**src/rtl/core/ddo_pkg.sv**
```systemverilog
package ddo_pkg;

    // Shared datapath word: covers wheel distances, CORDIC vectors and angles
    localparam int CW = 34;
    typedef logic signed [CW-1:0] t_cval;

    // Shared multiplier widths
    localparam int MW = 34;
    localparam int PW = 2 * MW;
    typedef logic signed [MW-1:0] t_mop;
    typedef logic signed [PW-1:0] t_prod;

    // Configuration register indexes
    localparam int CFG_IDX_W = 2;
    localparam logic [CFG_IDX_W-1:0] CFG_MPT = 2'd0;
    localparam logic [CFG_IDX_W-1:0] CFG_IWB = 2'd1;

    // Wheel direction codes
    localparam logic [1:0] DIR_NONE = 2'b00;
    localparam logic [1:0] DIR_FWD  = 2'b01;

    // Fixed constants
    localparam logic [31:0] KINV_Q30    = 32'd652032874;
    localparam logic [31:0] TWO_PI_Q29  = 32'd3373259426;
    localparam logic [31:0] ONE_Q30     = 32'd1073741824;
    localparam logic [19:0] ONE_MILLION = 20'd1000000;

    // Command into the shared CORDIC unit
    typedef struct packed {
        logic start;
        logic vect;
    } t_cordic_cmd;

    // Arctangent of 2^-i as a binary angle (2^32 per turn)
    function automatic logic [31:0] ddo_atan(input logic [4:0] idx);
        logic [31:0] a;
        case (idx)
            5'd0:    a = 32'h20000000;
            5'd1:    a = 32'h12E4051E;
            5'd2:    a = 32'h09FB385B;
            5'd3:    a = 32'h051111D4;
            5'd4:    a = 32'h028B0D43;
            5'd5:    a = 32'h0145D7E1;
            5'd6:    a = 32'h00A2F61E;
            5'd7:    a = 32'h00517C55;
            5'd8:    a = 32'h0028BE53;
            5'd9:    a = 32'h00145F2F;
            5'd10:   a = 32'h000A2F98;
            5'd11:   a = 32'h000517CC;
            5'd12:   a = 32'h00028BE6;
            5'd13:   a = 32'h000145F3;
            5'd14:   a = 32'h0000A2FA;
            5'd15:   a = 32'h0000517D;
            5'd16:   a = 32'h000028BE;
            5'd17:   a = 32'h0000145F;
            5'd18:   a = 32'h00000A30;
            5'd19:   a = 32'h00000518;
            5'd20:   a = 32'h0000028C;
            5'd21:   a = 32'h00000146;
            5'd22:   a = 32'h000000A3;
            5'd23:   a = 32'h00000051;
            5'd24:   a = 32'h00000029;
            5'd25:   a = 32'h00000014;
            5'd26:   a = 32'h0000000A;
            5'd27:   a = 32'h00000005;
            5'd28:   a = 32'h00000003;
            5'd29:   a = 32'h00000001;
            5'd30:   a = 32'h00000001;
            default: a = 32'h00000000;
        endcase
        return a;
    endfunction

endpackage

```
**src/rtl/core/ddo_mul.sv**
```systemverilog
module ddo_mul (
    input  logic            i_clk,
    input  ddo_pkg::t_mop   i_a,
    input  ddo_pkg::t_mop   i_b,
    output ddo_pkg::t_prod  o_prod
);
    import ddo_pkg::*;

    t_prod r_prod;

    // Register the product; the result is valid in the cycle after the operands
    always_ff @(posedge i_clk) begin
        r_prod <= i_a * i_b;
    end

    assign o_prod = r_prod;

endmodule

```
**config.mk**
```make
export PLATFORM = sky130hd
export DESIGN_NAME = ddo_mul
export DESIGN_NICKNAME = d
export VERILOG_FILES = /design/src/rtl/core/ddo_pkg.sv /design/src/rtl/core/ddo_mul.sv
export SDC_FILE = /design/constraint.sdc
export NUM_CORES = 2
export LEC_CHECK = 0
export BUFFER_PORTS_ARGS = -buffer_cell sky130_fd_sc_hd__buf_2
export CAP_MARGIN = 10
export CORE_MARGIN = 4
export CORE_UTILIZATION = 40
export CTS_CLUSTER_SIZE = 12
export DETAILED_ROUTE_END_ITERATION = 10
export MAX_ROUTING_LAYER = met4
export SLEW_MARGIN = 40
export SYNTH_ARGS = -nofsm -noshare
export SYNTH_HDL_FRONTEND = slang
export SYNTH_SLANG_ARGS = --single-unit
```
**constraint.sdc**
```tcl
create_clock -name i_clk -period 17.2 [get_ports i_clk]
set_clock_uncertainty 0.05 [all_clocks]
set_input_delay 3.44 -clock i_clk [delete_from_list [all_inputs] [get_ports i_clk]]
set_output_delay 3.44 -clock i_clk [all_outputs]
set_load 0.05 [all_outputs]
```
==> impl_results.md <==
- Detailed Place HPWL: slightly above 90000 µm
- Most frequent cells in the layout: fa_1 (1240), inv_1 (1231), and2_1 (621)
- Most common cell after layout, fill and taps aside: fa_1
- Initial antenna violation count: 8
- Largest net degree at the start of global routing: 35
- Unrepaired setup endpoints after global routing: false
- CP max stage delay: roughly 0.71 ns
- Worst Path Buf+Inv: 8
- Mapped Nets: about 6000
- Nets@finish: 6012
- Crit end category: flip-flop
- Worst Hold Class: input port to flip-flop
- I/O pin count: roughly 140
- #FFs+latches synth: 68
- CTS H-Tree Depth: 3
- Die Ht: 336 µm
- Post-Syn Instances: around 4600
- Mapped cell area: about 0.043 mm²
- Clock root buffer: clkbuf_16
- CTS tree: yes
- Routed len/inst: around 20 µm
- Max_slew headroom: around 40%
- CP Class: input port to flip-flop
- Clk pin slew, worst setup/hold paths: approximately 0.08 ns
- Vias in the first global route: around 33000
- EDFF count, synth: 0
- Fmax: about 87 MHz
- Post-CTS Setup Bufs: 0
- Setup TNS: 0 ns
- Syn. warnings: 0
- Number of library cell types mapped by synthesis: between 60 and 70
- Async SR Flop Fraction: 0%
- Detail Route Antenna Nets: 0
- Crit path time final: 11.46 ns
- Worst-margin pin slew: between 0.8 and 0.9 ns
- Crit path max fanout: 34
- DRC Markers: 0
- Slowest CP cell: fa_1
- Site Rows: 120
- Max-Cap Viols: 0
- Die W: 336 µm
- Die ar.: roughly 0.11 mm²
- Hold-fix buffers at CTS: 0
- Fin crit share: about two thirds
- Initial Utilization: 40.2%
- Inserted Clock Buffers: 9
- Total Wirelength: around 120000 µm
- Global-route wire length before repair: 191000 µm
- Worst EP arrival: approximately 12 ns
- GRT Residual Overflow: 0
- CTS resizes: 0
- Avg Cell Area, Syn: around 9.4 µm²
- All-Layer GR Usage: between 20% and 30%
- Gpl congestion: around 0.9
- Crit-path leading delay family: adder cells
- Hold Violations, Final: 0
- WP data required: 17.43 ns
- Pre-antenna DRT Iters: 5
- Vias: between 20000 and 30000
- Core area: 0.107 mm²
- Max reg flops: slightly below 70
- Endpoints failing setup: 0
- Layout cells sized above 1: ~4.7%
- Syn-to-layout area delta: 5.17%
- Crit path top cell by count: fa_1
- Startpoint Class: input port
- Vias per cell: 4.93
- Initial detailed-routing violation count: 1370
- Status: finished clean
- Register area share after synthesis: about 3.2%
- IO buf count: roughly 140
- Final Slew Violations: 0
- Clock sinks: 68
- Max clock buf depth: 2
- Top_reg_cell synth: dfxtp_1
-- layout make-up --
class                           count  area [µm²]
Multi-Input combinational cell   3026       36200
Tap cell                         1403        1760
Sequential cell                    68        1360
Clock buffer                       10         239
Antenna cell                        9        22.5
Clock inverter                      6        70.1
Inverter                         1232        4620
Fill cell                       10600       61700
Timing Repair Buffer              161        1030
-- layer usage --
| metal | routed length, µm | GRT usage (%) | up-vias | share of wire [%] |
|---|---|---|---|---|
| li1 | - | - | 12700 | - |
| met1 | 48200 | 28.7 | 15500 | 41 |
| met2 | 57500 | 37.3 | 774 | 49 |
| met3 | 7100 | 4.56 | 207 | 6.1 |
| met4 | 3970 | 6.76 | 0 | 3.4 |
| met5 | 0 | - | - | 0 |
-- cells by family after synthesis --
family          count (synthesis)  share of synthesized area (%)
fa+ha+maj                    1445                           63.7
xor+xnor                       79                           1.61
compound gates                206                           3.35
buf+inv                      1460                           12.8
simple gates                 1296                           15.4
flops                          68                           3.16
-- cells in the mapped netlist (5+ instances only) --
cell type  number  area [µm²]
nor2_1         54         203
o21ai_1         7        35.0
ha_1          204        2550
o21ai_0        31         155
clkbuf_1      214         803
a21o_1         37         278
o21bai_1       12        90.1
dfxtp_1        68        1360
xor2_1         23         201
nand4_1        11        68.8
a21oi_1        61         305
nand2_1       542        2030
nand3_1        11        55.1
nor3_1          5        25.0
inv_1        1231        4620
nand2b_1       20         125
a31oi_1         7        43.8
and2_1        621        3880
nor2b_1         9        56.3
a211oi_1        6        45.0
fa_1         1241       24800
and3_1          5        31.3
xnor2_1        56         490
-- stage by stage --
stage                     hold slack (ns)  instance area, µm²  std cells  utilization, %  worst slack [ns]
after detailed placement             3.86               44900       5889            42.0              5.38
after floorplan                      3.52               43000       4554               -              6.22
final                                3.59               45300       5915            42.3              5.74
after global routing                 3.62               45200       5913            42.3              5.33
after global placement               3.86               44700       5885            41.8              5.33
after CTS                            3.58               45200       5905            42.3              5.79
-- path summary, 6_finish.rpt --
check,cells past startpoint,end,from
max,28,o_prod[67],i_a[33]
min,2,o_prod[0],i_b[0]
Power is left out: the tool's default activity adds up to more than one toggle a clock period on the data nets, which glitch-free logic cannot reach.
