**config.mk**
```make
export PLATFORM = sky130hd
export DESIGN_NAME = ddo_cordic
export DESIGN_NICKNAME = d
export VERILOG_FILES = /design/src/rtl/core/ddo_pkg.sv /design/src/rtl/core/ddo_cordic.sv
export SDC_FILE = /design/constraint.sdc
export NUM_CORES = 1
export LEC_CHECK = 0
export BUFFER_PORTS_ARGS = -buffer_cell sky130_fd_sc_hd__buf_2
export CORE_ASPECT_RATIO = 0.8
export CORE_MARGIN = 3
export CORE_UTILIZATION = 45
export DETAILED_ROUTE_END_ITERATION = 12
export PLACE_DENSITY = 0.65
export SKIP_CTS_REPAIR_TIMING = 1
export SKIP_LAST_GASP = 1
export SLEW_MARGIN = 10
export SYNTH_ARGS = -nofsm -noshare
export SYNTH_HDL_FRONTEND = slang
export SYNTH_SLANG_ARGS = --single-unit
```
**constraint.sdc**
```tcl
create_clock -name i_clk -period 16.35 [get_ports i_clk]
set_clock_uncertainty 0.2 [all_clocks]
set_input_delay 3.27 -clock i_clk [delete_from_list [all_inputs] [get_ports i_clk]]
set_output_delay 3.27 -clock i_clk [all_outputs]
set_load 0.03 [all_outputs]
```
**src/rtl/core/ddo_pkg.sv**
```systemverilog
package ddo_pkg;

    // Shared datapath word: covers wheel distances, CORDIC vectors and angles
    localparam int CW = 34;
    typedef logic signed [CW-1:0] t_cval;

    // Shared multiplier widths
    localparam int MW = 34;
    localparam int PW = 2 * MW;
    typedef logic signed [MW-1:0] t_mop;
    typedef logic signed [PW-1:0] t_prod;

    // Configuration register indexes
    localparam int CFG_IDX_W = 2;
    localparam logic [CFG_IDX_W-1:0] CFG_MPT = 2'd0;
    localparam logic [CFG_IDX_W-1:0] CFG_IWB = 2'd1;

    // Wheel direction codes
    localparam logic [1:0] DIR_NONE = 2'b00;
    localparam logic [1:0] DIR_FWD  = 2'b01;

    // Fixed constants
    localparam logic [31:0] KINV_Q30    = 32'd652032874;
    localparam logic [31:0] TWO_PI_Q29  = 32'd3373259426;
    localparam logic [31:0] ONE_Q30     = 32'd1073741824;
    localparam logic [19:0] ONE_MILLION = 20'd1000000;

    // Command into the shared CORDIC unit
    typedef struct packed {
        logic start;
        logic vect;
    } t_cordic_cmd;

    // Arctangent of 2^-i as a binary angle (2^32 per turn)
    function automatic logic [31:0] ddo_atan(input logic [4:0] idx);
        logic [31:0] a;
        case (idx)
            5'd0:    a = 32'h20000000;
            5'd1:    a = 32'h12E4051E;
            5'd2:    a = 32'h09FB385B;
            5'd3:    a = 32'h051111D4;
            5'd4:    a = 32'h028B0D43;
            5'd5:    a = 32'h0145D7E1;
            5'd6:    a = 32'h00A2F61E;
            5'd7:    a = 32'h00517C55;
            5'd8:    a = 32'h0028BE53;
            5'd9:    a = 32'h00145F2F;
            5'd10:   a = 32'h000A2F98;
            5'd11:   a = 32'h000517CC;
            5'd12:   a = 32'h00028BE6;
            5'd13:   a = 32'h000145F3;
            5'd14:   a = 32'h0000A2FA;
            5'd15:   a = 32'h0000517D;
            5'd16:   a = 32'h000028BE;
            5'd17:   a = 32'h0000145F;
            5'd18:   a = 32'h00000A30;
            5'd19:   a = 32'h00000518;
            5'd20:   a = 32'h0000028C;
            5'd21:   a = 32'h00000146;
            5'd22:   a = 32'h000000A3;
            5'd23:   a = 32'h00000051;
            5'd24:   a = 32'h00000029;
            5'd25:   a = 32'h00000014;
            5'd26:   a = 32'h0000000A;
            5'd27:   a = 32'h00000005;
            5'd28:   a = 32'h00000003;
            5'd29:   a = 32'h00000001;
            5'd30:   a = 32'h00000001;
            default: a = 32'h00000000;
        endcase
        return a;
    endfunction

endpackage

```
**src/rtl/core/ddo_cordic.sv**
```systemverilog
module ddo_cordic #(
    parameter int STEPS = 24
) (
    input  logic                 i_clk,
    input  logic                 i_rst_n,
    input  ddo_pkg::t_cordic_cmd i_cmd,
    input  ddo_pkg::t_cval       i_x,
    input  ddo_pkg::t_cval       i_y,
    input  ddo_pkg::t_cval       i_z,
    output logic                 o_done,
    output ddo_pkg::t_cval       o_x,
    output ddo_pkg::t_cval       o_y,
    output ddo_pkg::t_cval       o_z
);
    import ddo_pkg::*;

    localparam logic [4:0] LAST = 5'(STEPS - 1);

    t_cval      r_x;
    t_cval      r_y;
    t_cval      r_z;
    logic [4:0] r_i;
    logic       r_vect;
    logic       r_busy;
    logic       r_done;
    t_cval      sx;
    t_cval      sy;
    t_cval      at;
    logic       dpos;

    assign sx   = r_y >>> r_i;
    assign sy   = r_x >>> r_i;
    assign at   = $signed({2'b00, ddo_atan(r_i)});
    assign dpos = r_vect ? !r_y[CW-1] : !r_z[CW-1];

    // One micro-rotation per cycle; vectoring drives y to zero, rotation drives z
    always_ff @(posedge i_clk) begin
        if (!i_rst_n) begin
            r_busy <= 1'b0;
            r_done <= 1'b0;
        end else begin
            r_done <= 1'b0;
            if (i_cmd.start) begin
                r_x    <= i_x;
                r_y    <= i_y;
                r_z    <= i_z;
                r_vect <= i_cmd.vect;
                r_i    <= '0;
                r_busy <= 1'b1;
            end else if (r_busy) begin
                if (r_vect == dpos) begin
                    r_x <= r_x + sx;
                    r_y <= r_y - sy;
                end else begin
                    r_x <= r_x - sx;
                    r_y <= r_y + sy;
                end
                if (r_vect) begin
                    r_z <= dpos ? r_z + at : r_z - at;
                end else begin
                    r_z <= dpos ? r_z - at : r_z + at;
                end
                r_i <= r_i + 5'd1;
                if (r_i == LAST) begin
                    r_busy <= 1'b0;
                    r_done <= 1'b1;
                end
            end
        end
    end

    assign o_done = r_done;
    assign o_x    = r_x;
    assign o_y    = r_y;
    assign o_z    = r_z;

endmodule

```
==> results_dict.tcl <==
set metrics [dict create \
    yosys-top-cells-area "edfxtp_1 (17%), mux4_2 (9.9%), ha_1 (9.2%), o21ai_0 (5.6%), nand2_1 (5.3%)" \
    cp.required_ns 16.33 \
    io_buffers 208 \
    vias 19020 \
    finalWorstSetupSlack_ns 8.509 \
    cts_max_level 4 \
    cp_common_cell "a21oi_1" \
    routed_wl_um 72090 \
    core-area_mm2 0.04079 \
    cp_slowest_cell "buf_4" \
    avgSynthCellArea_um2 8.288 \
    nets 2616 \
    yosysTopAreaCell "edfxtp_1" \
    via_per_inst 6.497 \
    syn_nets 2501 \
    synth_cells 2254 \
    slew_headroom 0.2793 \
    run_status "finished, final reports clean" \
    synth_ff_type "edfxtp_1" \
    antenna_found_initial 1 \
    cts_tree "done" \
    total_leakage_power_nw 8.315 \
    crit_buf_inv 2 \
    synth_seq_cells 140 \
    arrival_ns 7.82 \
    fin_crit_sh 0.4796 \
    drt-initial-drc-count 2340 \
    grt_util_all_layers 0.3201 \
    grt_pass1_wl_um 108200 \
    end_kind "flip-flop" \
    synthArstFlopShare 0 \
    slew_violations 0 \
    synth_edf_count 108 \
    critical_path.max_fanout 67 \
    num_rows 66 \
    hold_viol_final 0 \
    worst_pin_slew_ns 1.077 \
    die_w_um 233.8 \
    start_util 0.4579 \
    cp-start-kind "flip-flop" \
    grt_pass1_vias 17480 \
    yosysWarnings 0 \
    irDropWorstVdd_mv 0.08171 \
    die_area_mm2 0.04401 \
    synth_cell_types 97 \
    grt.overflow.total 0 \
    firstDrtPassIters 7 \
    rsz0062_at_grt "false" \
    path_clk_slew_ns 0.07 \
    fillers 4016 \
    clk_latency_ns 0.47 \
    netlist_area_mm2 0.01868 \
    cp_top_family "compound AO/OA/AOI/OAI gates" \
    die-height_um 188.2 \
    wl_per_cell_um 24.62 \
    maxCapViolCount 0 \
    pin_count 209 \
    cts_root_buf "clkbuf_16" \
    fmax_mhz 127.5 \
    grt_max_degree 75 \
    area_growth_pct 9.839 \
    drive_gt1_frac 0.1780 \
    numCtsBuffers 17 \
    setup_viol 0 \
    drc 0 \
    synth_top_area_share 0.1736 \
    clk_path_buf_depth 2 \
    worst_path_largest_cell_delay_ns 0.83 \
    critPathKind "reg2reg" \
    path_cells "buf_4, buf_4, mux4_1, mux4_2, or2_1, o31a_1, nand4b_1, or3_1, nor2_1, mux2i_1, a21oi_1, ha_1, a21o_1, a21oi_1, nor2_1, a21oi_1, o31ai_1, a31o_2, o41ai_1, o21ai_0, xnor2_1, o21ai_0" \
    dpl.hpwl_um 54660 \
    min_period_ns 7.841 \
    synth_seq_area_share 0.2079 \
    dp_slack_ns 8.677 \
    hp-class "reg2reg" \
    clock_sinks 140 \
    p_per_area_mw_per_mm2 141.7 \
    setup_tns_ns 0 \
    gp_congestion 1.021 \
    ant_nets 0 \
]
-- layer usage --
layer,global-route usage,wire length [um],up-vias
met5,0,13,-
met4,0.08518,1901,2
met3,0.07905,8052,131
met2,0.4383,28570,1065
met1,0.4950,33550,9171
li1,-,-,8653
-- cell usage in the layout, fill, tap and decap left out, types with 46 or more instances in the layout --
cell type,count
nand2_1,265
o21ai_0,208
buf_2,207
a21oi_1,190
nor2_1,189
ha_1,137
edfxtp_1,108
inv_1,85
mux4_2,82
xnor2_1,79
xor2_1,66
mux2i_1,51
a21o_1,46
-- cells in the mapped netlist, types with 18 or more instances --
cell type    n
buf_2       19
xor2_1      66
o31ai_1     23
ha_1       137
o22ai_1     24
nand2b_1    28
clkbuf_1    80
nor3_1      33
inv_1       86
nand2_1    266
a22oi_1     19
a31oi_1     34
a21oi_1    191
nor2_1     189
buf_1       18
o21ai_0    208
mux4_2      82
a211oi_1    32
o21bai_1    25
xnor2_1     79
edfxtp_1   108
mux2_2      33
mux2i_1     51
o21a_1      21
a21o_1      46
nand3_1     40
nor2b_1     19
dfxtp_1     32
-- stage by stage --
step | utilization | hold WS (ns) | instance area [um^2] | power, mW | std cells
global placement | 0.4886 | 0.2892 | 19930 | 2.436 | 2894
detailed placement | 0.4886 | 0.3003 | 19930 | 2.452 | 2894
finish | 0.5030 | 0.3207 | 20520 | 2.906 | 2928
global route | 0.5029 | 0.3378 | 20510 | 3.101 | 2926
floorplan | - | 0.2594 | 18680 | 1.945 | 2254
CTS | 0.5029 | 0.3138 | 20510 | 2.867 | 2926
-- flip-flops by register name, summed over array words and instances (netlist names) --
signal and cells:
o_done 1, o_x 34, r_vect 1, r_i 5, at 30, r_busy 1
o_z 34, o_y 34
-- cell type report --
class                      count  area [um^2]  share of cell area
clock buffer                  22        508.0             0.02476
inverter                      90        340.3             0.01659
antenna                        2        5.005           0.0002439
tap                          544        680.7             0.03317
sequential                   140         3884              0.1893
multi-input combinational   1887        13790              0.6722
timing repair buffer         233         1235             0.06019
clock inverter                10        72.57            0.003537
-- final timing paths --
kind | start | end | slack [ns] | cells after the start
setup / recovery | r_i[1] | o_y[30] | 8.51 | 22
setup reg to reg | r_i[1] | o_y[30] | 8.51 | 22
hold / removal | r_busy | o_done | 0.32 | 2
hold reg to reg | r_busy | o_done | 0.32 | 2
-- tightest hold or removal path, stage by stage (launching register included) --
cell	delay (ns)
dfxtp_1	0.36
nand2_1	0.07
nor3_1	0.05
-- cells by family (layout without fill, tap and decap cells) --
| family | count (synthesis) | in the layout | synth area share |
|---|---|---|---|
| adders and majority gates | 141 | 141 | 0.09605 |
| buffers and inverters | 227 | 355 | 0.05486 |
| xor gates and xnor gates | 145 | 145 | 0.06798 |
| other | 0 | 2 | 0 |
| and+or+nand+nor | 683 | 683 | 0.1681 |
| AOI/OAI and AO/OA | 749 | 749 | 0.2549 |
| DFF | 140 | 140 | 0.2079 |
| muxes | 169 | 169 | 0.1503 |
-- where the power goes --
part           internal, mW  leakage, nW  switching, mW
Clock                 0.223        0.292          0.180
Sequential            0.483         1.30          0.150
Combinational         0.741         6.72           1.13
(Power assumes the default switching activity.)
