`src/rtl/core/ddo_pkg.sv`:
```
package ddo_pkg;

    // Shared datapath word: covers wheel distances, CORDIC vectors and angles
    localparam int CW = 34;
    typedef logic signed [CW-1:0] t_cval;

    // Shared multiplier widths
    localparam int MW = 34;
    localparam int PW = 2 * MW;
    typedef logic signed [MW-1:0] t_mop;
    typedef logic signed [PW-1:0] t_prod;

    // Configuration register indexes
    localparam int CFG_IDX_W = 2;
    localparam logic [CFG_IDX_W-1:0] CFG_MPT = 2'd0;
    localparam logic [CFG_IDX_W-1:0] CFG_IWB = 2'd1;

    // Wheel direction codes
    localparam logic [1:0] DIR_NONE = 2'b00;
    localparam logic [1:0] DIR_FWD  = 2'b01;

    // Fixed constants
    localparam logic [31:0] KINV_Q30    = 32'd652032874;
    localparam logic [31:0] TWO_PI_Q29  = 32'd3373259426;
    localparam logic [31:0] ONE_Q30     = 32'd1073741824;
    localparam logic [19:0] ONE_MILLION = 20'd1000000;

    // Command into the shared CORDIC unit
    typedef struct packed {
        logic start;
        logic vect;
    } t_cordic_cmd;

    // Arctangent of 2^-i as a binary angle (2^32 per turn)
    function automatic logic [31:0] ddo_atan(input logic [4:0] idx);
        logic [31:0] a;
        case (idx)
            5'd0:    a = 32'h20000000;
            5'd1:    a = 32'h12E4051E;
            5'd2:    a = 32'h09FB385B;
            5'd3:    a = 32'h051111D4;
            5'd4:    a = 32'h028B0D43;
            5'd5:    a = 32'h0145D7E1;
            5'd6:    a = 32'h00A2F61E;
            5'd7:    a = 32'h00517C55;
            5'd8:    a = 32'h0028BE53;
            5'd9:    a = 32'h00145F2F;
            5'd10:   a = 32'h000A2F98;
            5'd11:   a = 32'h000517CC;
            5'd12:   a = 32'h00028BE6;
            5'd13:   a = 32'h000145F3;
            5'd14:   a = 32'h0000A2FA;
            5'd15:   a = 32'h0000517D;
            5'd16:   a = 32'h000028BE;
            5'd17:   a = 32'h0000145F;
            5'd18:   a = 32'h00000A30;
            5'd19:   a = 32'h00000518;
            5'd20:   a = 32'h0000028C;
            5'd21:   a = 32'h00000146;
            5'd22:   a = 32'h000000A3;
            5'd23:   a = 32'h00000051;
            5'd24:   a = 32'h00000029;
            5'd25:   a = 32'h00000014;
            5'd26:   a = 32'h0000000A;
            5'd27:   a = 32'h00000005;
            5'd28:   a = 32'h00000003;
            5'd29:   a = 32'h00000001;
            5'd30:   a = 32'h00000001;
            default: a = 32'h00000000;
        endcase
        return a;
    endfunction

endpackage

```
`src/rtl/core/ddo_div.sv`:
```
module ddo_div (
    input  logic        i_clk,
    input  logic        i_rst_n,
    input  logic        i_start,
    input  logic [63:0] i_num,
    input  logic [47:0] i_den,
    output logic        o_done,
    output logic        o_over,
    output logic [31:0] o_quo
);
    import ddo_pkg::*;

    logic [47:0] r_rem;
    logic [47:0] r_den;
    logic [31:0] r_quo;
    logic [4:0]  r_cnt;
    logic        r_busy;
    logic        r_done;
    logic        r_over;
    logic [48:0] shifted;
    logic        ge;

    assign shifted = {r_rem, r_quo[31]};
    assign ge      = shifted >= {1'b0, r_den};

    // Restoring division, one quotient bit per cycle; quotients of 2^32 and up flag over
    always_ff @(posedge i_clk) begin
        if (!i_rst_n) begin
            r_busy <= 1'b0;
            r_done <= 1'b0;
            r_over <= 1'b0;
        end else begin
            r_done <= 1'b0;
            if (i_start) begin
                r_den <= i_den;
                r_rem <= {16'b0, i_num[63:32]};
                r_quo <= i_num[31:0];
                r_cnt <= '0;
                if ({16'b0, i_num[63:32]} >= i_den) begin
                    r_over <= 1'b1;
                    r_done <= 1'b1;
                end else begin
                    r_over <= 1'b0;
                    r_busy <= 1'b1;
                end
            end else if (r_busy) begin
                r_rem <= ge ? 48'(shifted - {1'b0, r_den}) : shifted[47:0];
                r_quo <= {r_quo[30:0], ge};
                r_cnt <= r_cnt + 5'd1;
                if (r_cnt == 5'd31) begin
                    r_busy <= 1'b0;
                    r_done <= 1'b1;
                end
            end
        end
    end

    assign o_done = r_done;
    assign o_over = r_over;
    assign o_quo  = r_quo;

endmodule

```
`config.mk`:
```
export PLATFORM = sky130hd
export DESIGN_NAME = ddo_div
export DESIGN_NICKNAME = d
export VERILOG_FILES = /design/src/rtl/core/ddo_pkg.sv /design/src/rtl/core/ddo_div.sv
export SDC_FILE = /design/constraint.sdc
export NUM_CORES = 1
export LEC_CHECK = 0
export BUFFER_PORTS_ARGS = -buffer_cell sky130_fd_sc_hd__buf_2
export CELL_PAD_IN_SITES_DETAIL_PLACEMENT = 0
export CELL_PAD_IN_SITES_GLOBAL_PLACEMENT = 2
export CORE_ASPECT_RATIO = 1.2
export CORE_MARGIN = 3
export CORE_UTILIZATION = 37
export DETAILED_ROUTE_END_ITERATION = 10
export PLACE_DENSITY = 0.85
export SYNTH_ARGS = -nofsm -noshare
export SYNTH_HDL_FRONTEND = slang
export SYNTH_SLANG_ARGS = --single-unit
export TNS_END_PERCENT = 30
```
`constraint.sdc`:
```
create_clock -name i_clk -period 4.6 [get_ports i_clk]
set_input_delay 0.69 -clock i_clk [delete_from_list [all_inputs] [get_ports i_clk]]
set_output_delay 0.69 -clock i_clk [all_outputs]
set_load 0.005 [all_outputs]
```
==> results of run 1 <==
==> layer usage <==
metal	track usage (%)	up-vias
met5	0	-
met4	5.11	0
met3	2.54	23
met2	30.4	124
met1	24.5	3446
li1	-	3698
==> sequential cells by signal (all words and copies together), names as in the netlist <==
register / count
o_over: 1
r_busy: 1
o_done: 1
o_quo: 32
r_den: 48
r_cnt: 5
r_rem: 48
==> cell usage after synthesis, types with 3 or more instances <==
cell	count	area (µm²)
buf_4	5	37.5
a21o_1	32	240
nor2_1	63	236
nand2_1	61	229
nor3_1	8	40.0
o21bai_1	10	75.1
buf_6	5	56.3
o211ai_1	5	37.5
a211o_1	3	26.3
o21ai_1	19	95.1
o31ai_1	3	22.5
o21ai_0	37	185
dfxtp_1	3	60.1
nor4_1	5	31.3
or3_1	4	25.0
a21oi_1	91	455
a221o_1	3	30.0
and2_1	3	18.8
a22o_1	9	78.8
nand4_1	22	138
a31oi_1	7	43.8
nor2b_1	6	37.5
xor2_1	13	114
inv_1	98	368
mux2_2	31	349
clkbuf_1	15	56.3
edfxtp_1	133	3990
o21a_1	7	52.6
xnor2_1	26	228
and3_1	3	18.8
ha_1	82	1030
mux2i_1	16	160
a211oi_1	6	45.0
buf_2	12	60.1
and4_1	3	26.3
and3_2	3	22.5
nand2b_1	4	25.0
nor3b_1	9	67.6
nand3_1	15	75.1
==> cells by family (layout without fill, tap and decap cells) <==
logic type | count (synthesis) | after routing
flip-flops | 136 | 136
AND/OR/NAND/NOR | 225 | 225
buffers and inverters | 137 | 288
XOR/XNOR | 39 | 39
adder cells (fa/ha/maj) | 83 | 83
AO/OA/AOI/OAI | 262 | 262
multiplexers | 47 | 47
other | 0 | 1
==> power breakdown <==
group / switching [mW] / total, mW / leakage, nW / internal (mW)
Sequential: 0.0454 / 1.54 / 1.29 / 1.49
Clock: 0.629 / 1.40 / 0.288 / 0.769
Combinational: 0.661 / 1.13 / 3.22 / 0.473
==> worst paths after layout <==
| check | start | slack [ns] | depth (start not counted) | to |
|---|---|---|---|---|
| min | i_den[38] | 0.45 | 1 | r_den[38] |
| max | o_quo[31] | 1.05 | 13 | r_rem[42] |
| max reg2reg | o_quo[31] | 1.05 | 13 | r_rem[42] |
| min reg2reg | o_over | 0.54 | 2 | o_over |
==> area by class of cell <==
| class | count | area, µm² | area share (%) |
|---|---|---|---|
| clock buffer | 17 | 425 | 3.87 |
| tap | 325 | 407 | 3.70 |
| timing repair buffer | 156 | 801 | 7.28 |
| sequential | 136 | 4050 | 36.9 |
| inverter | 100 | 378 | 3.44 |
| clock inverter | 15 | 159 | 1.45 |
| antenna | 1 | 2.50 | 0.0228 |
| multi-input combinational | 656 | 4770 | 43.4 |
==> through the flow <==
step	utilization, %	hold slack (ns)
global placement	41.9	0.499
floorplan	-	0.502
CTS	44.3	0.435
detailed placement	41.9	0.498
global route	44.3	0.433
finish	44.3	0.447
==> critical path, cell delays in order, from the launching register on <==
cell      delay (ns)
edfxtp_1        0.38
inv_1           0.09
ha_1            0.16
inv_1           0.05
fa_1            0.40
a21o_1          0.22
a221oi_2        0.44
o21ai_0         0.24
nand3_1         0.18
a21oi_1         0.12
o21ai_0         0.33
a21oi_1         0.14
or3_1           0.32
a32o_1          0.25
==> impl_metrics.py, run 1 <==
metrics = {
    "global_routing": {
        "grt_max_degree": 56,
        "antenna_found_initial": 1,
        "first_global_vias": 7423,
        "gr-usage-all-layers_pct": 18.1,
        "overflow": 0,
        "grt_first_pass_wirelength_mm": 39.1,
    },
    "clock_network": {
        "cts_tree": "done",
        "h-tree-depth": 4,
        "cts_setup_buffers": 0,
        "cts_buffers": 17,
        "cts_resized": 0,
        "clk_latency_ns": 0.43,
        "clkTransAtPathRegs_ns": 0.07,
        "holdBufCountCts": 0,
        "clock-root-buffer": "clkbuf_16",
        "cts.sinks": 136,
        "ctsLongestPathBuffers": 2,
    },
    "critical_path": {
        "crit_path_end_kind": "flop",
        "critPathKind": "flop to flop",
        "required_ns": 4.79,
        "crit_fanout": 4,
        "start_kind": "flop",
        "cp_data_arrival_time_ns": 3.73,
    },
    "placement": {
        "pre_cts_ws_ns": 1.05,
        "gp_congestion": 0.837,
        "hpwl_mm": 18.8,
        "place_inst": 1373,
        "portBuffers": 148,
        "post_dp_cell_area_mm2": 0.0104,
    },
    "pwr": {
        "ir_drop_v": 0.000273,
        "powerDensity_mw_per_mm2": 370,
        "leakage_nw": 4.79,
        "total_power_mw": 4.07,
    },
    "yosys": {
        "ys_seq_area_share_pct": 43.1,
        "yosys_warnings": 0,
        "syn-cell-area_mm2": 0.00940,
        "synth_compound_area_share_pct": 18.3,
        "synthSimpleGateAreaFrac_pct": 12.1,
        "synthMuxAreaShare_pct": 5.42,
        "synth_top_family_by_area": "compound AO/OA/AOI/OAI gates",
        "ys_async_sr_fraction_pct": 0,
        "syn-num-nets": 1127,
        "ys_ff_latch": 136,
        "synthAdderAreaFrac_pct": 11.1,
        "ys_types": 79,
        "syn_inst": 929,
        "synth_edf_count": 133,
        "synthXorXnorAreaFrac_pct": 3.63,
        "ys.flop_type": "edfxtp_1",
        "syn_avg_cell_area_um2": 10.1,
    },
    "detailed_routing": {
        "wl_met1_mm": 11.0,
        "via_per_inst": 5.19,
        "wl_mm": 24.5,
        "dr_wl_met2_mm": 12.3,
        "ant_nets": 0,
        "drt-initial-drc-count": 338,
        "drc": 0,
        "first_pass_iters": 5,
        "num_vias": 7291,
        "routed.top_layer": "met4",
        "wl_met3_um": 821,
        "wl_per_cell_um": 17.5,
    },
    "job": {
        "max_cap_viol_count": 0,
    },
    "timing": {
        "worst_slack_ns": 1.05,
        "period_share_pct": 77.2,
        "drv_slew": 0,
        "fmax_ghz": 0.282,
        "worst_pin_slew_ns": 0.841,
        "setup_viol": 0,
        "finalHoldViolCount": 0,
        "rsz0062_at_grt": "false",
        "finalClockSkew_ns": 0.0144,
        "slew_headroom_pct": 43.8,
        "finalSetupTns_ns": 0,
        "fin_crit_ns": 3.55,
    },
    "finish": {
        "final_cell_mix": "148 x buf_2, 133 x edfxtp_1, 98 x inv_1",
        "num-fill-cells": 2511,
        "fin_area_mm2": 0.0110,
        "nNetsFinal": 1265,
        "area_growth_pct": 16.9,
        "stdcell_count": 1406,
        "final_common_cell": "buf_2",
        "drive_gt1_share_pct": 23.1,
    },
    "floorplanning": {
        "dieHeight_um": 181,
        "core-area_mm2": 0.0248,
        "start_util_pct": 37.9,
        "dieArea_mm2": 0.0274,
        "die_w_um": 152,
        "num_rows": 63,
        "io-pin-count": 149,
    },
    "status": {
        "status": "finished, final reports clean",
    },
    "worst_hold_path": {
        "hold_path_class": "input pin to flop",
    },
}
(Power assumes the default switching activity.)
==> run 2: changes to the inputs <==
Settings changed: ABC_AREA set to 1, CORE_UTILIZATION 37 to 30, PLACE_DENSITY 0.85 to 0.82.
Clock period 4.6 ns to 3.2 ns, I/O delays scaled along.
==> run 2 against run 1 <==
Effect of this change: combinational power rose by 110%; global-route usage rose by 0.16 points; routed wire length rose by 46%; worst hold slack got worse by 0.23 ns; sequential share of layout area fell by 5.9 points; critical path depth rose by 3; clock skew fell by 0.0023 ns; via count rose by 38%; critical endpoint is now r_rem[44]; largest power group is now combinational cells.
==> impl_metrics.py, run 2 <==
metrics = {
    "status": {
        "status": "finished, final reports clean",
    },
    "yosys": {
        "synth.top_cells.by_area": "edfxtp_1 36%, nand2_1 22%, inv_1 11%, ha_1 9.2%, nand3_1 4.8%",
        "ys.flop_type": "edfxtp_1",
        "syn-num-nets": 1837,
        "yosys_warnings": 0,
        "syn_inst": 1639,
        "synth_edf_count": 133,
        "yosysTopAreaCellShare_pct": 35.9,
        "syn_avg_cell_area_um2": 6.79,
        "ys_types": 35,
        "yosysMostFrequentCell": "nand2_1",
        "syn-cell-area_mm2": 0.0111,
        "ys_ff_latch": 136,
        "ys_seq_area_share_pct": 36.4,
        "synth_common_cells": "660 x nand2_1, 333 x inv_1, 133 x edfxtp_1, 124 x nor2_1, 107 x nand3_1",
        "ys_async_sr_fraction_pct": 0,
        "yosysTopAreaCell": "edfxtp_1",
    },
    "timing": {
        "worst_pin_slew_ns": 0.659,
        "rsz0062_at_grt": "false",
        "setup_viol": 0,
        "fin_crit_ns": 2.73,
        "finalClockSkew_ns": 0.0121,
        "drv_slew": 0,
        "finalSetupTns_ns": 0,
        "finalHoldViolCount": 0,
        "slew_headroom_pct": 56.0,
        "period_share_pct": 85.4,
        "fmax_ghz": 0.366,
    },
    "worst_hold_path": {
        "hold_depth": 1,
        "hold_path_class": "input pin to flop",
        "holdPathEnd": "r_den[19]",
        "min-delay-start": "i_den[19]",
    },
    "global_routing": {
        "grt_max_degree": 60,
        "grt_first_pass_wirelength_mm": 55.8,
        "overflow": 0,
        "antenna_found_initial": 2,
        "first_global_vias": 10147,
        "grt_use_met1_pct": 22.9,
        "gr-usage-all-layers_pct": 18.3,
        "use_met2_pct": 31.9,
        "grt.busiest_layer": "met2",
        "grt.met3_usage_pct": 3.91,
    },
    "detailed_routing": {
        "ant_nets": 0,
        "num_vias": 10036,
        "wl_per_cell_um": 15.8,
        "wl_mm": 35.7,
        "first_pass_iters": 5,
        "drc": 0,
        "drt-initial-drc-count": 459,
        "via_per_inst": 4.43,
    },
    "floorplanning": {
        "core-area_mm2": 0.0362,
        "start_util_pct": 30.7,
        "dieArea_mm2": 0.0395,
        "num_rows": 76,
        "io-pin-count": 149,
        "dieHeight_um": 217,
        "die_w_um": 182,
    },
    "finish": {
        "multiInputGateArea_mm2": 0.00564,
        "area_growth_pct": 17.7,
        "stdcell_count": 2268,
        "fin_area_mm2": 0.0131,
        "nNetsFinal": 1986,
        "diodes": 0,
        "regArea_mm2": 0.00405,
        "drive_gt1_share_pct": 11.9,
        "final_common_cell": "nand2_1",
        "final_cell_mix": "659 x nand2_1, 331 x inv_1, 148 x buf_2",
        "num-fill-cells": 3996,
        "utilization_pct": 36.1,
    },
    "critical_path": {
        "critPathKind": "flop to flop",
        "regToRegSetupSlack_ns": 0.47,
        "worstRegToRegCells": 16,
        "max_stage_delay_ns": 0.42,
        "crit_top_cell": "nand2_1",
        "start_kind": "flop",
        "rr_startpoint": "o_quo[31]",
        "crit_fanout": 4,
        "path_cells": "inv_1 -> ha_1 -> inv_1 -> fa_1 -> nand3_1 -> nand3_1 -> nand2_1 -> nand2_1 -> nand2_1 -> nand2_1 -> nand2_1 -> nand3_1 -> nand2_1 -> nand2_2 -> nor2_1 -> nor2_1",
        "slowest_stage": "fa_1",
        "timing.rr.end": "r_rem[44]",
        "critPathBufInv": 2,
        "critPathTopFamily": "simple AND/OR/NAND/NOR gates",
        "cp_data_arrival_time_ns": 2.95,
        "crit_path_end_kind": "flop",
        "required_ns": 3.41,
    },
    "placement": {
        "post_dp_cell_area_mm2": 0.0124,
        "portBuffers": 148,
        "gp_congestion": 0.898,
        "place_inst": 2237,
        "hpwl_mm": 29.1,
    },
    "pwr": {
        "pwr-share-comb_pct": 33.7,
        "leakage_nw": 7.11,
        "ir_drop_v": 0.000400,
        "total_power_mw": 6.90,
        "powerDensity_mw_per_mm2": 527,
        "switching_share_pct": 34.5,
        "power.switching_mw": 2.38,
        "power.share.clock_pct": 33.3,
        "seqPwrFrac_pct": 33.0,
        "p_int_mw": 4.52,
    },
    "clock_network": {
        "cts_tree": "done",
        "clkTransAtPathRegs_ns": 0.06,
        "holdBufCountCts": 0,
        "clk_latency_ns": 0.46,
        "ctsLongestPathBuffers": 2,
        "clock-root-buffer": "clkbuf_16",
        "cts.sinks": 136,
        "cts_resized": 0,
        "cts_setup_buffers": 0,
        "h-tree-depth": 4,
        "cts_buffers": 17,
    },
    "job": {
        "max_cap_viol_count": 0,
    },
}
run 2: cell types whose count changed after synthesis, moves of 28 or more:
| cell | previous run | this run |
|---|---|---|
| a21o_1 | 32 | 1 |
| inv_1 | 98 | 333 |
| nand2_1 | 61 | 660 |
| a21oi_1 | 91 | 47 |
| nor2_1 | 63 | 124 |
| o21ai_0 | 37 | 9 |
| nand3_1 | 15 | 107 |
| mux2_2 | 31 | 0 |
run 2: per-layer routing:
metal / vias to the layer above / wire length, µm
li1: 5342 / -
met1: 4472 / 16300
met2: 188 / 17300
met3: 32 / 1530
met4: 2 / 613
met5: - / 18
run 2: worst max path at each step:
stage / startpoint / endpoint / slack (ns) / cells after the start
final: o_quo[31] / r_rem[44] / 0.47 / 16
after global routing: o_quo[31] / r_rem[44] / 0.25 / 16
after CTS: o_quo[31] / r_rem[44] / 0.46 / 16
after detailed placement: o_quo[31] / r_rem[44] / 0.47 / 16
after global placement: r_rem[41] / r_rem[35] / 0.42 / 12
after floorplan: i_start / o_quo[0] / 0.68 / 4
run 2: power by group through the flow:
stage                     logic, mW  clock network, mW  registers (mW)
after floorplan                1.63                  0            2.30
after global placement         2.35                  0            2.31
after detailed placement       2.35                  0            2.31
after CTS                      2.37               2.37            2.28
after global routing           2.67               2.43            2.30
final                          2.33               2.30            2.28
run 2: cell families (layout without fill, tap and decap cells):
group / Yosys count / after routing / synth area share [%]
buffers and inverters: 366 / 527 / 13.0
AND/OR/NAND/NOR: 960 / 960 / 35.8
flip-flops: 136 / 136 / 36.4
XOR/XNOR: 23 / 23 / 1.81
adder cells (fa/ha/maj): 83 / 83 / 9.40
AO/OA/AOI/OAI: 71 / 71 / 3.59
run 2: final cells by class:
class                      instances  area share [%]
sequential                       136            31.0
inverter                         336            9.63
clock inverter                    11            1.73
timing repair buffer             160            6.82
clock buffer                      20            3.33
multi-input combinational       1137            43.1
tap                              468            4.47
run 2: per-stage QoR:
stage,worst slack (ns),hold slack (ns)
2_1_floorplan,0.683,0.457
3_3_place_gp,0.424,0.455
3_5_place_dp,0.468,0.472
4_1_cts,0.458,0.183
5_1_grt,0.248,0.192
6_report,0.468,0.214
