### config.mk
export PLATFORM = sky130hd
export DESIGN_NAME = ddo_sqrt
export DESIGN_NICKNAME = d
export VERILOG_FILES = /design/src/rtl/core/ddo_pkg.sv /design/src/rtl/core/ddo_sqrt.sv
export SDC_FILE = /design/constraint.sdc
export NUM_CORES = 1
export LEC_CHECK = 0
export BUFFER_PORTS_ARGS = -buffer_cell sky130_fd_sc_hd__buf_2
export CAP_MARGIN = 25
export CORE_AREA = 2 2 197 199
export CTS_CLUSTER_SIZE = 20
export DETAILED_ROUTE_END_ITERATION = 10
export DIE_AREA = 0 0 199 201
export GPL_ROUTABILITY_DRIVEN = 0
export PLACE_DENSITY_LB_ADDON = 0.05
export SYNTH_ARGS = -nofsm -noshare
export SYNTH_HDL_FRONTEND = slang
export SYNTH_SLANG_ARGS = --single-unit
### constraint.sdc
create_clock -name i_clk -period 10.35 [get_ports i_clk]
set_input_delay 3.105 -clock i_clk [delete_from_list [all_inputs] [get_ports i_clk]]
set_output_delay 3.105 -clock i_clk [all_outputs]
set_load 0.01 [all_outputs]
### src/rtl/core/ddo_pkg.sv
package ddo_pkg;

    // Shared datapath word: covers wheel distances, CORDIC vectors and angles
    localparam int CW = 34;
    typedef logic signed [CW-1:0] t_cval;

    // Shared multiplier widths
    localparam int MW = 34;
    localparam int PW = 2 * MW;
    typedef logic signed [MW-1:0] t_mop;
    typedef logic signed [PW-1:0] t_prod;

    // Configuration register indexes
    localparam int CFG_IDX_W = 2;
    localparam logic [CFG_IDX_W-1:0] CFG_MPT = 2'd0;
    localparam logic [CFG_IDX_W-1:0] CFG_IWB = 2'd1;

    // Wheel direction codes
    localparam logic [1:0] DIR_NONE = 2'b00;
    localparam logic [1:0] DIR_FWD  = 2'b01;

    // Fixed constants
    localparam logic [31:0] KINV_Q30    = 32'd652032874;
    localparam logic [31:0] TWO_PI_Q29  = 32'd3373259426;
    localparam logic [31:0] ONE_Q30     = 32'd1073741824;
    localparam logic [19:0] ONE_MILLION = 20'd1000000;

    // Command into the shared CORDIC unit
    typedef struct packed {
        logic start;
        logic vect;
    } t_cordic_cmd;

    // Arctangent of 2^-i as a binary angle (2^32 per turn)
    function automatic logic [31:0] ddo_atan(input logic [4:0] idx);
        logic [31:0] a;
        case (idx)
            5'd0:    a = 32'h20000000;
            5'd1:    a = 32'h12E4051E;
            5'd2:    a = 32'h09FB385B;
            5'd3:    a = 32'h051111D4;
            5'd4:    a = 32'h028B0D43;
            5'd5:    a = 32'h0145D7E1;
            5'd6:    a = 32'h00A2F61E;
            5'd7:    a = 32'h00517C55;
            5'd8:    a = 32'h0028BE53;
            5'd9:    a = 32'h00145F2F;
            5'd10:   a = 32'h000A2F98;
            5'd11:   a = 32'h000517CC;
            5'd12:   a = 32'h00028BE6;
            5'd13:   a = 32'h000145F3;
            5'd14:   a = 32'h0000A2FA;
            5'd15:   a = 32'h0000517D;
            5'd16:   a = 32'h000028BE;
            5'd17:   a = 32'h0000145F;
            5'd18:   a = 32'h00000A30;
            5'd19:   a = 32'h00000518;
            5'd20:   a = 32'h0000028C;
            5'd21:   a = 32'h00000146;
            5'd22:   a = 32'h000000A3;
            5'd23:   a = 32'h00000051;
            5'd24:   a = 32'h00000029;
            5'd25:   a = 32'h00000014;
            5'd26:   a = 32'h0000000A;
            5'd27:   a = 32'h00000005;
            5'd28:   a = 32'h00000003;
            5'd29:   a = 32'h00000001;
            5'd30:   a = 32'h00000001;
            default: a = 32'h00000000;
        endcase
        return a;
    endfunction

endpackage

### src/rtl/core/ddo_sqrt.sv
module ddo_sqrt (
    input  logic        i_clk,
    input  logic        i_rst_n,
    input  logic        i_start,
    input  logic [60:0] i_value,
    output logic        o_done,
    output logic [30:0] o_root
);
    import ddo_pkg::*;

    logic [60:0] r_v;
    logic [61:0] r_res;
    logic [60:0] r_bit;
    logic        r_busy;
    logic        r_done;
    logic [61:0] trial;

    assign trial = r_res + {1'b0, r_bit};

    // Bitwise square root, one trial subtract per cycle
    always_ff @(posedge i_clk) begin
        if (!i_rst_n) begin
            r_busy <= 1'b0;
            r_done <= 1'b0;
        end else begin
            r_done <= 1'b0;
            if (i_start) begin
                r_v    <= i_value;
                r_res  <= '0;
                r_bit  <= {1'b1, 60'b0};
                r_busy <= 1'b1;
            end else if (r_busy) begin
                if ({1'b0, r_v} >= trial) begin
                    r_v   <= r_v - trial[60:0];
                    r_res <= (r_res >> 1) + {1'b0, r_bit};
                end else begin
                    r_res <= r_res >> 1;
                end
                r_bit <= r_bit >> 2;
                if (r_bit[0]) begin
                    r_busy <= 1'b0;
                    r_done <= 1'b1;
                end
            end
        end
    end

    assign o_done = r_done;
    assign o_root = r_res[30:0];

endmodule

==> results.sh, run 1 <==
export IMPL_final_antenna_net_count=0
export IMPL_dp_hpwl_um=33330
export IMPL_ios=96
export IMPL_finalCritPeriodShare_pct=66.04
export IMPL_synth_edff_count=154
export IMPL_cts_resized=0
export IMPL_critPathRequiredTime_ps=10550
export IMPL_grt_first_pass_wirelength_um=69380
export IMPL_crit_path_end_kind="register"
export IMPL_grt_pass1_vias=13060
export IMPL_synth_top_area_share_pct=30.85
export IMPL_clkPwrFrac_pct=24.0
export IMPL_slew_viol_final=0
export IMPL_remaining_drc_errors=0
export IMPL_finalHoldViolations=0
export IMPL_yosysMostFrequentCell="nand2_1"
export IMPL_cts_sinks=156
export IMPL_cts_buffers=17
export IMPL_status="finished clean"
export IMPL_final_cell_area_um2=16240
export IMPL_synthXorXnorAreaFrac_pct=8.004
export IMPL_seq_power_share_pct=31.8
export IMPL_multiInputGateArea_um2=9661
export IMPL_cp_start_kind="register"
export IMPL_layout_min_cycle_time_ps=6835
export IMPL_wire_per_inst_um=18.92
export IMPL_area_growth_synth_to_final_pct=8.354
export IMPL_die_area_um2=40000
export IMPL_mappedNetlistArea_um2=14990
export IMPL_area_sequential_um2=4664
export IMPL_switching_share_pct=40.55
export IMPL_synth_area_top_cells="edfxtp_1 (31%), ha_1 (10%), o21ai_0 (4.9%)"
export IMPL_netlist_cell_type_count=84
export IMPL_critPathKind="register to register"
export IMPL_cts_tree="yes"
export IMPL_clk_pin_slew_worst_paths_ps=70
export IMPL_p_comb_share_pct=44.2
export IMPL_rsz0062_at_grt="false"
export IMPL_cts_post_setup_buffers_inserted=0
export IMPL_coreArea_um2=38110
export IMPL_pre_cts_ws_ps=3527
export IMPL_syn_avg_cell_area_um2=8.661
export IMPL_drt_vias_per_instance=5.677
export IMPL_drive_gt1_share_pct=10.30
export IMPL_postLayoutCoreUtil_pct=42.63
export IMPL_hp_class="register to register"
export IMPL_finalSetupViolCount=0
export IMPL_regToRegStartpoint="r_res[2]"
export IMPL_cap_violations=0
export IMPL_fin_skew_ps=13.92
export IMPL_first_iter_violations=723
export IMPL_postSynthCellCount=1731
export IMPL_clk_latency_ps=460
export IMPL_synth_top_family_by_area="compound AO/OA/AOI/OAI gates"
export IMPL_antennaDiodeCount=0
export IMPL_drt_wl_total_um=43430
export IMPL_n_fill_cell=3884
export IMPL_nets=1954
export IMPL_setup_worst_path_start="r_res[2]"
export IMPL_grtUsageTotal_pct=21.98
export IMPL_start_util_pct=39.34
export IMPL_grt_max_degree=85
export IMPL_dieWidth_um=199
export IMPL_switchingPower_w=0.001095
export IMPL_numPortBuffers=95
export IMPL_synthAdderAreaFrac_pct=10.57
export IMPL_timing_fmax_mhz=146.3
export IMPL_power_leakage_nw=6.275
export IMPL_antenna_found_initial=0
export IMPL_overflow=0
export IMPL_ys_warn_count=0
export IMPL_firstDrtPassIters=5
export IMPL_synth_compound_area_share_pct=24.12
export IMPL_cts_htree_levels=4
export IMPL_power_density_nw_per_um2=166.3
export IMPL_synth_ff_type="edfxtp_1"
export IMPL_yosys_register_bits=156
export IMPL_vias=13030
export IMPL_power_total_w=0.002701
export IMPL_yosysTopAreaCell="edfxtp_1"
export IMPL_ctsHoldBuffers=0
export IMPL_holdCritStartpoint="r_busy"
export IMPL_fin_ws_ps=3515
export IMPL_synth_nets=1921
export IMPL_synthSimpleGateAreaFrac_pct=19.00
export IMPL_setup_tns_final_ps=0
export IMPL_max_slew_worst_pin_slew_ps=957.0
export IMPL_crit_fanout=49
export IMPL_clockBufferDepth=2
export IMPL_synth_mux_area_share_pct=2.671
export IMPL_ir_worst_vdd_mv=0.1200
export IMPL_place_area_um2=15660
export IMPL_slew_headroom_pct=36.20
export IMPL_die_height_um=201
export IMPL_row_count=72
export IMPL_critPathArrivalTime_ps=7040
export IMPL_synth_common_cells="nand2_1 (188), edfxtp_1 (154), o21ai_0 (147)"
export IMPL_async_reset_ff_share_pct=0
export IMPL_internal_power_w=0.001606
export IMPL_yosysSeqAreaShare_pct=31.11
export IMPL_cts_root_buf="clkbuf_16"
-- layout make-up --
type,count,share of cell area [%]
Tap cell,518,3.990
Sequential cell,156,28.71
Clock inverter,15,0.9628
Timing Repair Buffer,103,3.335
Clock buffer,17,2.619
Multi-Input combinational cell,1447,59.47
Inverter,39,0.9089
-- metrics by stage --
step	std cells	hold slack (ps)
floorplan	1731	447.0
global placement	2263	490.4
detailed placement	2263	462.6
CTS	2295	495.3
global route	2295	513.5
finish	2295	495.8
-- logic make-up (layout without fill, tap and decap cells) --
kind of cell	Yosys count	after routing
AND/OR/NAND/NOR	578	578
AO/OA/AOI/OAI	567	567
flip-flops	156	156
XOR/XNOR	137	137
buffers and inverters	128	174
adder cells (fa/ha/maj)	126	126
multiplexers	39	39
-- worst paths after layout --
path	endpoint	slack, ps	cells after the start
min reg2reg	o_done	500	1
min	o_done	500	1
max	r_res[17]	3510	24
max reg2reg	r_res[17]	3510	24
-- power by group through the flow --
stage               sequential, W  clock [W]  combinational [W]
finish                   0.000859   0.000649            0.00119
global route             0.000868   0.000689            0.00133
CTS                      0.000860   0.000664            0.00120
detailed placement       0.000874          0            0.00119
global placement         0.000874          0            0.00119
floorplan                0.000842          0           0.000945
-- registers in the layout (all words and copies together), names as in the netlist --
register	cells
o_done	1
r_bit	31
r_busy	1
r_res	62
r_v	61
-- worst max-delay path, cell delays in order (launching register included) --
cell      delay (ps)
edfxtp_1         470
ha_1             410
a31oi_2          150
o21bai_2         250
a41oi_1          190
and3b_1          240
or3_4            440
o21ai_0          210
a31oi_1          210
o21ai_0          420
a31oi_1          160
xor2_1           170
ha_1             380
a21o_1           210
a21o_1           170
a21o_1           180
a21oi_1          160
nor2b_1           70
o31ai_1          290
a32oi_2          110
a41oi_4          180
buf_4            470
buf_4            580
a21oi_1          100
mux2_1           330
-- cells in the final DEF, fill, tap and decap left out, types with 25 or more instances in the layout --
| master | synthesis | routed |
|---|---|---|
| nand2_1 | 188 | 188 |
| a21o_1 | 47 | 47 |
| buf_2 | 6 | 94 |
| ha_1 | 125 | 125 |
| xor2_1 | 56 | 56 |
| inv_1 | 38 | 37 |
| nor3_1 | 25 | 25 |
| xnor2_1 | 81 | 81 |
| nor2b_1 | 54 | 54 |
| edfxtp_1 | 154 | 154 |
| nor2_1 | 122 | 122 |
| mux2i_1 | 31 | 31 |
| a21oi_1 | 137 | 136 |
| o21bai_1 | 28 | 28 |
| o21ai_0 | 147 | 147 |
| a31oi_1 | 68 | 68 |
| or3_1 | 29 | 29 |
| nand4_1 | 36 | 36 |
| nand3_1 | 34 | 34 |
-- per-layer routing --
layer / global-route usage [%] / vias to the layer above / part of all wire, %
met4: 7.090 / 0 / 2.4
met2: 39.80 / 194 / 51
met3: 2.268 / 51 / 2.3
li1: - / 6547 / -
met5: 0 / - / 0
met1: 27.08 / 6237 / 44
Note: power is estimated with default switching activity, not from simulation.
==> run 2, diff against run 1 <==
--- a/config.mk
+++ b/config.mk
@@ -5,12 +5,13 @@
 export SDC_FILE = /design/constraint.sdc
 export NUM_CORES = 1
 export LEC_CHECK = 0
+export ABC_AREA = 1
 export BUFFER_PORTS_ARGS = -buffer_cell sky130_fd_sc_hd__buf_2
 export CAP_MARGIN = 25
-export CORE_AREA = 2 2 197 199
+export CORE_AREA = 2 2 213 215
 export CTS_CLUSTER_SIZE = 20
 export DETAILED_ROUTE_END_ITERATION = 10
-export DIE_AREA = 0 0 199 201
+export DIE_AREA = 0 0 215 217
 export GPL_ROUTABILITY_DRIVEN = 0
 export PLACE_DENSITY_LB_ADDON = 0.05
 export SYNTH_ARGS = -nofsm -noshare
==> constraint.sdc (replaced) <==
create_clock -name i_clk -period 6.9 [get_ports i_clk]
set_input_delay 2.07 -clock i_clk [delete_from_list [all_inputs] [get_ports i_clk]]
set_output_delay 2.07 -clock i_clk [all_outputs]
set_load 0.01 [all_outputs]
==> run 2 against run 1 <==
  * Cell count grew 48%
  * Synthesized area grew 17%
  * Clock power grew 56%
  * Hold slack gained 14 ps
==> results.sh, run 2 <==
export IMPL_status="finished clean"
export IMPL_ios=96
export IMPL_rsz0062_at_grt="false"
export IMPL_drive_gt1_share_pct=6.459
export IMPL_first_iter_violations=1548
export IMPL_cts_htree_levels=4
export IMPL_min_to="o_done"
export IMPL_multiInputGateArea_um2=11060
export IMPL_hp_class="register to register"
export IMPL_synth_top_area_share_pct=26.30
export IMPL_finalSetupViolCount=0
export IMPL_crit_path_end_kind="register"
export IMPL_setup_tns_final_ps=0
export IMPL_dp_hpwl_um=52040
export IMPL_final_antenna_net_count=0
export IMPL_yosys_register_bits=156
export IMPL_regToRegStartpoint="r_res[8]"
export IMPL_dieWidth_um=215
export IMPL_clk_pin_slew_worst_paths_ps=70
export IMPL_ir_worst_vdd_mv=0.2173
export IMPL_yosysSeqAreaShare_pct=26.53
export IMPL_timing_fmax_mhz=165.5
export IMPL_row_count=78
export IMPL_nets=2964
export IMPL_drt_vias_per_instance=5.350
export IMPL_synth_edff_count=154
export IMPL_reg_top3="r_res x62, r_v x61, r_bit x31"
export IMPL_finalCritPeriodShare_pct=87.59
export IMPL_synth_common_cells="nand2_1 (757), inv_1 (375), nor2_1 (332)"
export IMPL_n_fill_cell=4903
export IMPL_finalHoldViolations=0
export IMPL_final_cell_mix="nand2_1 (757), inv_1 (374), nor2_1 (332), a21oi_1 (188), o21ai_0 (166)"
export IMPL_synth_nets=2913
export IMPL_critPathKind="register to register"
export IMPL_layout_min_cycle_time_ps=6044
export IMPL_syn_avg_cell_area_um2=6.457
export IMPL_overflow=0
export IMPL_slew_headroom_pct=33.23
export IMPL_coreArea_um2=44700
export IMPL_numPortBuffers=95
export IMPL_clk_latency_ps=520
export IMPL_async_reset_ff_share_pct=0
export IMPL_cts_resized=0
export IMPL_worstReg2RegEnd="r_res[18]"
export IMPL_mappedNetlistArea_um2=17580
export IMPL_crit_fanout=63
export IMPL_grt_max_degree=104
export IMPL_ctsHoldBuffers=0
export IMPL_cp_start_kind="register"
export IMPL_cts_root_buf="clkbuf_16"
export IMPL_power_density_nw_per_um2=232.4
export IMPL_fin_ws_ps=856.4
export IMPL_vias=18120
export IMPL_fin_skew_ps=26.07
export IMPL_area_sequential_um2=4664
export IMPL_grtUsageTotal_pct=27.64
export IMPL_reg2reg_setup_slack_ps=860
export IMPL_power_total_w=0.004434
export IMPL_cts_tree="yes"
export IMPL_firstDrtPassIters=6
export IMPL_yosysTopAreaCell="edfxtp_1"
export IMPL_largest_reg_flops=62
export IMPL_layout_commonest_cell="nand2_1"
export IMPL_cap_violations=0
export IMPL_power_leakage_nw=8.548
export IMPL_cpPeakStageDelay_ps=590
export IMPL_slew_viol_final=0
export IMPL_clockBufferDepth=2
export IMPL_cts_buffers=17
export IMPL_netlist_cell_type_count=47
export IMPL_holdCritStartpoint="r_busy"
export IMPL_antenna_found_initial=0
export IMPL_cts_post_setup_buffers_inserted=0
export IMPL_drt_wl_total_um=64380
export IMPL_grt_first_pass_wirelength_um=98550
export IMPL_critPathRequiredTime_ps=7170
export IMPL_remaining_drc_errors=0
export IMPL_synth_area_top_cells="edfxtp_1 (26%), nand2_1 (16%), ha_1 (8.9%)"
export IMPL_postSynthCellCount=2723
export IMPL_wire_per_inst_um=19.01
export IMPL_grt_pass1_vias=17670
export IMPL_antennaDiodeCount=0
export IMPL_area_growth_synth_to_final_pct=8.504
export IMPL_critPathArrivalTime_ps=6310
export IMPL_pre_cts_ws_ps=981.3
export IMPL_die_area_um2=46660
export IMPL_synth_ff_type="edfxtp_1"
export IMPL_ys_warn_count=0
export IMPL_cp_slowest_cell="buf_4"
export IMPL_whs_path_depth=2
export IMPL_cpMostUsedCell="nand2_1"
export IMPL_start_util_pct=39.34
export IMPL_cts_sinks=156
export IMPL_max_slew_worst_pin_slew_ps=1002
export IMPL_top_register="r_res"
export IMPL_yosysMostFrequentCell="nand2_1"
export IMPL_die_height_um=217
export IMPL_reg2regPathDepth=30
[run 2: logic make-up (layout without fill, tap and decap cells)]
kind of cell | after synthesis | after routing | synth area share (%)
DFF | 156 | 156 | 26.53
xor gates and xnor gates | 115 | 115 | 5.728
AOI/OAI and AO/OA | 465 | 465 | 14.70
and+or+nand+nor | 1406 | 1406 | 33.40
buffers and inverters | 455 | 519 | 10.63
adders and majority gates | 126 | 126 | 9.009
[run 2: worst max path at each step]
stage,start,end,cells after the start
after floorplan,i_start,r_v[0],5
after global placement,r_res[8],r_res[60],30
after detailed placement,r_res[8],r_res[18],30
after CTS,r_res[8],r_res[18],30
after global routing,r_res[6],r_res[54],34
final,r_res[8],r_res[18],30
[run 2: cell type report]
class | instances | area share (%)
well taps | 600 | 3.935
flip-flops and latches | 156 | 24.45
multi-input cells | 2112 | 57.97
clock buffers | 17 | 2.230
repair buffers | 110 | 3.161
inverters | 377 | 7.424
clock inverters | 15 | 0.8263
[run 2: power by group]
part | internal (W) | switching, W
Combinational | 0.000701 | 0.00141
Sequential | 0.00119 | 0.000132
Clock | 0.000510 | 0.000497
[run 2: worst max-delay path, delay by kind of cell (launching register included)]
family / cells / cell delay, ps
compound gates: 4 / 1210
xor+xnor: 1 / 200
fa+ha+maj: 2 / 850
buf+inv: 5 / 1120
flops: 1 / 550
simple gates: 18 / 1810
[run 2: metal layers]
metal	global-route usage (%)	part of all wire, %
met1	37.12	46
met2	44.61	45
met3	3.871	4.9
met4	11.70	3.9
met5	0	0
[run 2: metrics by stage]
step	utilization (%)	area, µm²	hold WS, ps	std cells
2_1_floorplan	-	17590	480.6	2723
3_3_place_gp	41.38	18500	493.2	3355
3_5_place_dp	41.38	18500	509.0	3355
4_1_cts	42.68	19080	517.5	3387
5_1_grt	42.68	19080	561.9	3387
6_report	42.68	19080	510.2	3387
==> run 3, diff against run 2 <==
==> constraint.sdc (replaced) <==
create_clock -name i_clk -period 5.26 [get_ports i_clk]
set_input_delay 1.578 -clock i_clk [delete_from_list [all_inputs] [get_ports i_clk]]
set_output_delay 1.578 -clock i_clk [all_outputs]
set_load 0.01 [all_outputs]
==> run 3 against run 2 <==
  * Global-route usage fell by 0.067 points
  * Count of clock-buffer cells in the layout rose by 3
  * Critical path depth fell by 2
  * Utilization rose by 1.4 points
  * Clock skew fell by 6.9 ps
  * Routed wire length rose by 2.1%
  * Critical path type unchanged
  * Fmax rose by 21%
==> results.sh, run 3 (same netlist as run 2, synthesis figures left out) <==
export IMPL_status="finished clean"
export IMPL_final_cell_mix="nand2_1 (757), inv_1 (374), nor2_1 (331), a21oi_1 (186), nand3_1 (163)"
export IMPL_dp_hpwl_um=52810
export IMPL_start_util_pct=39.34
export IMPL_drt_wl_total_um=65770
export IMPL_instances_no_fill=3446
export IMPL_crit_path_end_kind="register"
export IMPL_postLayoutCoreUtil_pct=44.07
export IMPL_ios=96
export IMPL_slew_viol_final=0
export IMPL_grtUsageTotal_pct=27.57
export IMPL_critPathKind="register to register"
export IMPL_layout_min_cycle_time_ps=5000
export IMPL_cpPeakStageDelay_ps=430
export IMPL_critPathRequiredTime_ps=5430
export IMPL_die_area_um2=46660
export IMPL_clkPwrFrac_pct=21.2
export IMPL_cts_root_buf="clkbuf_16"
export IMPL_finalHoldViolations=0
export IMPL_p_comb_share_pct=50.4
export IMPL_critPathArrivalTime_ps=5170
export IMPL_overflow=0
export IMPL_power_total_w=0.005926
export IMPL_cts_sinks=156
export IMPL_cpMostUsedCell="nand2_1"
export IMPL_timing_fmax_mhz=200.0
export IMPL_finalSetupViolCount=0
export IMPL_cts_buffers=17
export IMPL_final_antenna_net_count=0
export IMPL_grt_pass1_vias=17600
export IMPL_clockBufferDepth=2
export IMPL_switchingPower_w=0.002647
export IMPL_drive_gt1_share_pct=8.644
export IMPL_die_height_um=217
export IMPL_hp_class="register to register"
export IMPL_antenna_found_initial=0
export IMPL_remaining_drc_errors=0
export IMPL_ctsHoldBuffers=0
export IMPL_dieWidth_um=215
export IMPL_grt_first_pass_wirelength_um=98850
export IMPL_layout_commonest_cell="nand2_1"
export IMPL_cap_violations=0
export IMPL_setup_tns_final_ps=0
export IMPL_power_density_nw_per_um2=300.8
export IMPL_firstDrtPassIters=5
export IMPL_nets=3025
export IMPL_grt_max_degree=95
export IMPL_cts_tree="yes"
export IMPL_ir_worst_vdd_mv=0.2472
export IMPL_rsz0062_at_grt="false"
export IMPL_reg_top3="r_res x62, r_v x61, r_bit x31"
export IMPL_top_register="r_res"
export IMPL_vias=18600
export IMPL_crit_fanout=15
export IMPL_clk_latency_ps=480
export IMPL_drt_vias_per_instance=5.398
export IMPL_slew_headroom_pct=37.03
export IMPL_cts_htree_levels=4
export IMPL_power_leakage_nw=8.877
export IMPL_first_iter_violations=1618
export IMPL_cp_slowest_cell="edfxtp_1"
export IMPL_area_growth_synth_to_final_pct=12.03
export IMPL_coreArea_um2=44700
export IMPL_wire_per_inst_um=19.08
export IMPL_finalCritPeriodShare_pct=95.06
export IMPL_internal_power_w=0.003279
export IMPL_largest_reg_flops=62
export IMPL_clk_pin_slew_worst_paths_ps=70
export IMPL_antennaDiodeCount=0
export IMPL_seq_power_share_pct=28.4
export IMPL_cp_start_kind="register"
export IMPL_fin_skew_ps=19.20
export IMPL_placed_cells=3409
export IMPL_switching_share_pct=44.66
export IMPL_max_slew_worst_pin_slew_ps=934.7
export IMPL_row_count=78
export IMPL_numPortBuffers=95
-- run 3: layout make-up --
type | count | area [µm²]
Fill cell | 4846 | 25000
Multi-Input combinational cell | 2113 | 11110
Sequential cell | 156 | 4664
Inverter | 377 | 1420
Timing Repair Buffer | 170 | 1204
Tap cell | 600 | 750.7
Clock buffer | 20 | 436.7
Clock inverter | 10 | 116.4
-- run 3: path summary, 6_finish.rpt --
kind / from / to / slack, ps / cells past startpoint
max reg2reg: r_bit[0] / r_v[45] / 260 / 28
min reg2reg: r_busy / o_done / 510 / 2
max: r_bit[0] / r_v[45] / 260 / 28
min: r_busy / o_done / 510 / 2
-- run 3: metal layers --
layer	GRT usage, %	share of wire [%]	wire length [µm]	up-vias
met2	44.13	45	29380	631
met4	11.13	3.9	2555	0
met5	0	0	0	-
li1	-	-	-	9199
met3	2.893	5.7	3726	109
met1	38.13	46	30100	8661
-- run 3: what timing repair did --
item / in CTS / in global routing
gates resized for setup: 1 / 24
setup buffers: 0 / 2
gates cloned: 0 / 5
endpoints found under the setup margin: 45 / 123
pin swaps: 0 / 1
-- run 3: power groups by stage --
stage | Clock (W) | Sequential, W | Combinational [W]
4_1_cts | 0.00127 | 0.00168 | 0.00287
2_1_floorplan | 0 | 0.00167 | 0.00200
5_1_grt | 0.00132 | 0.00170 | 0.00332
3_5_place_dp | 0 | 0.00170 | 0.00286
3_3_place_gp | 0 | 0.00170 | 0.00284
6_report | 0.00126 | 0.00168 | 0.00298
-- run 3: stage by stage --
stage | area, µm² | hold WS, ps | setup WS (ps)
after floorplan | 17600 | 480.6 | 23.55
after global placement | 18930 | 492.4 | -1.688
after detailed placement | 18930 | 510.2 | -81.78
after CTS | 19490 | 515.9 | 13.07
after global routing | 19700 | 533.9 | 13.64
final | 19700 | 510.9 | 259.8
-- run 3: critical path, delay by kind of cell (launching register included) --
family / cells / cell delay (ps)
XOR/XNOR: 1 / 170
AO/OA/AOI/OAI: 6 / 970
adder cells (fa/ha/maj): 3 / 830
flip-flops: 1 / 430
AND/OR/NAND/NOR: 14 / 1710
buffers and inverters: 4 / 560
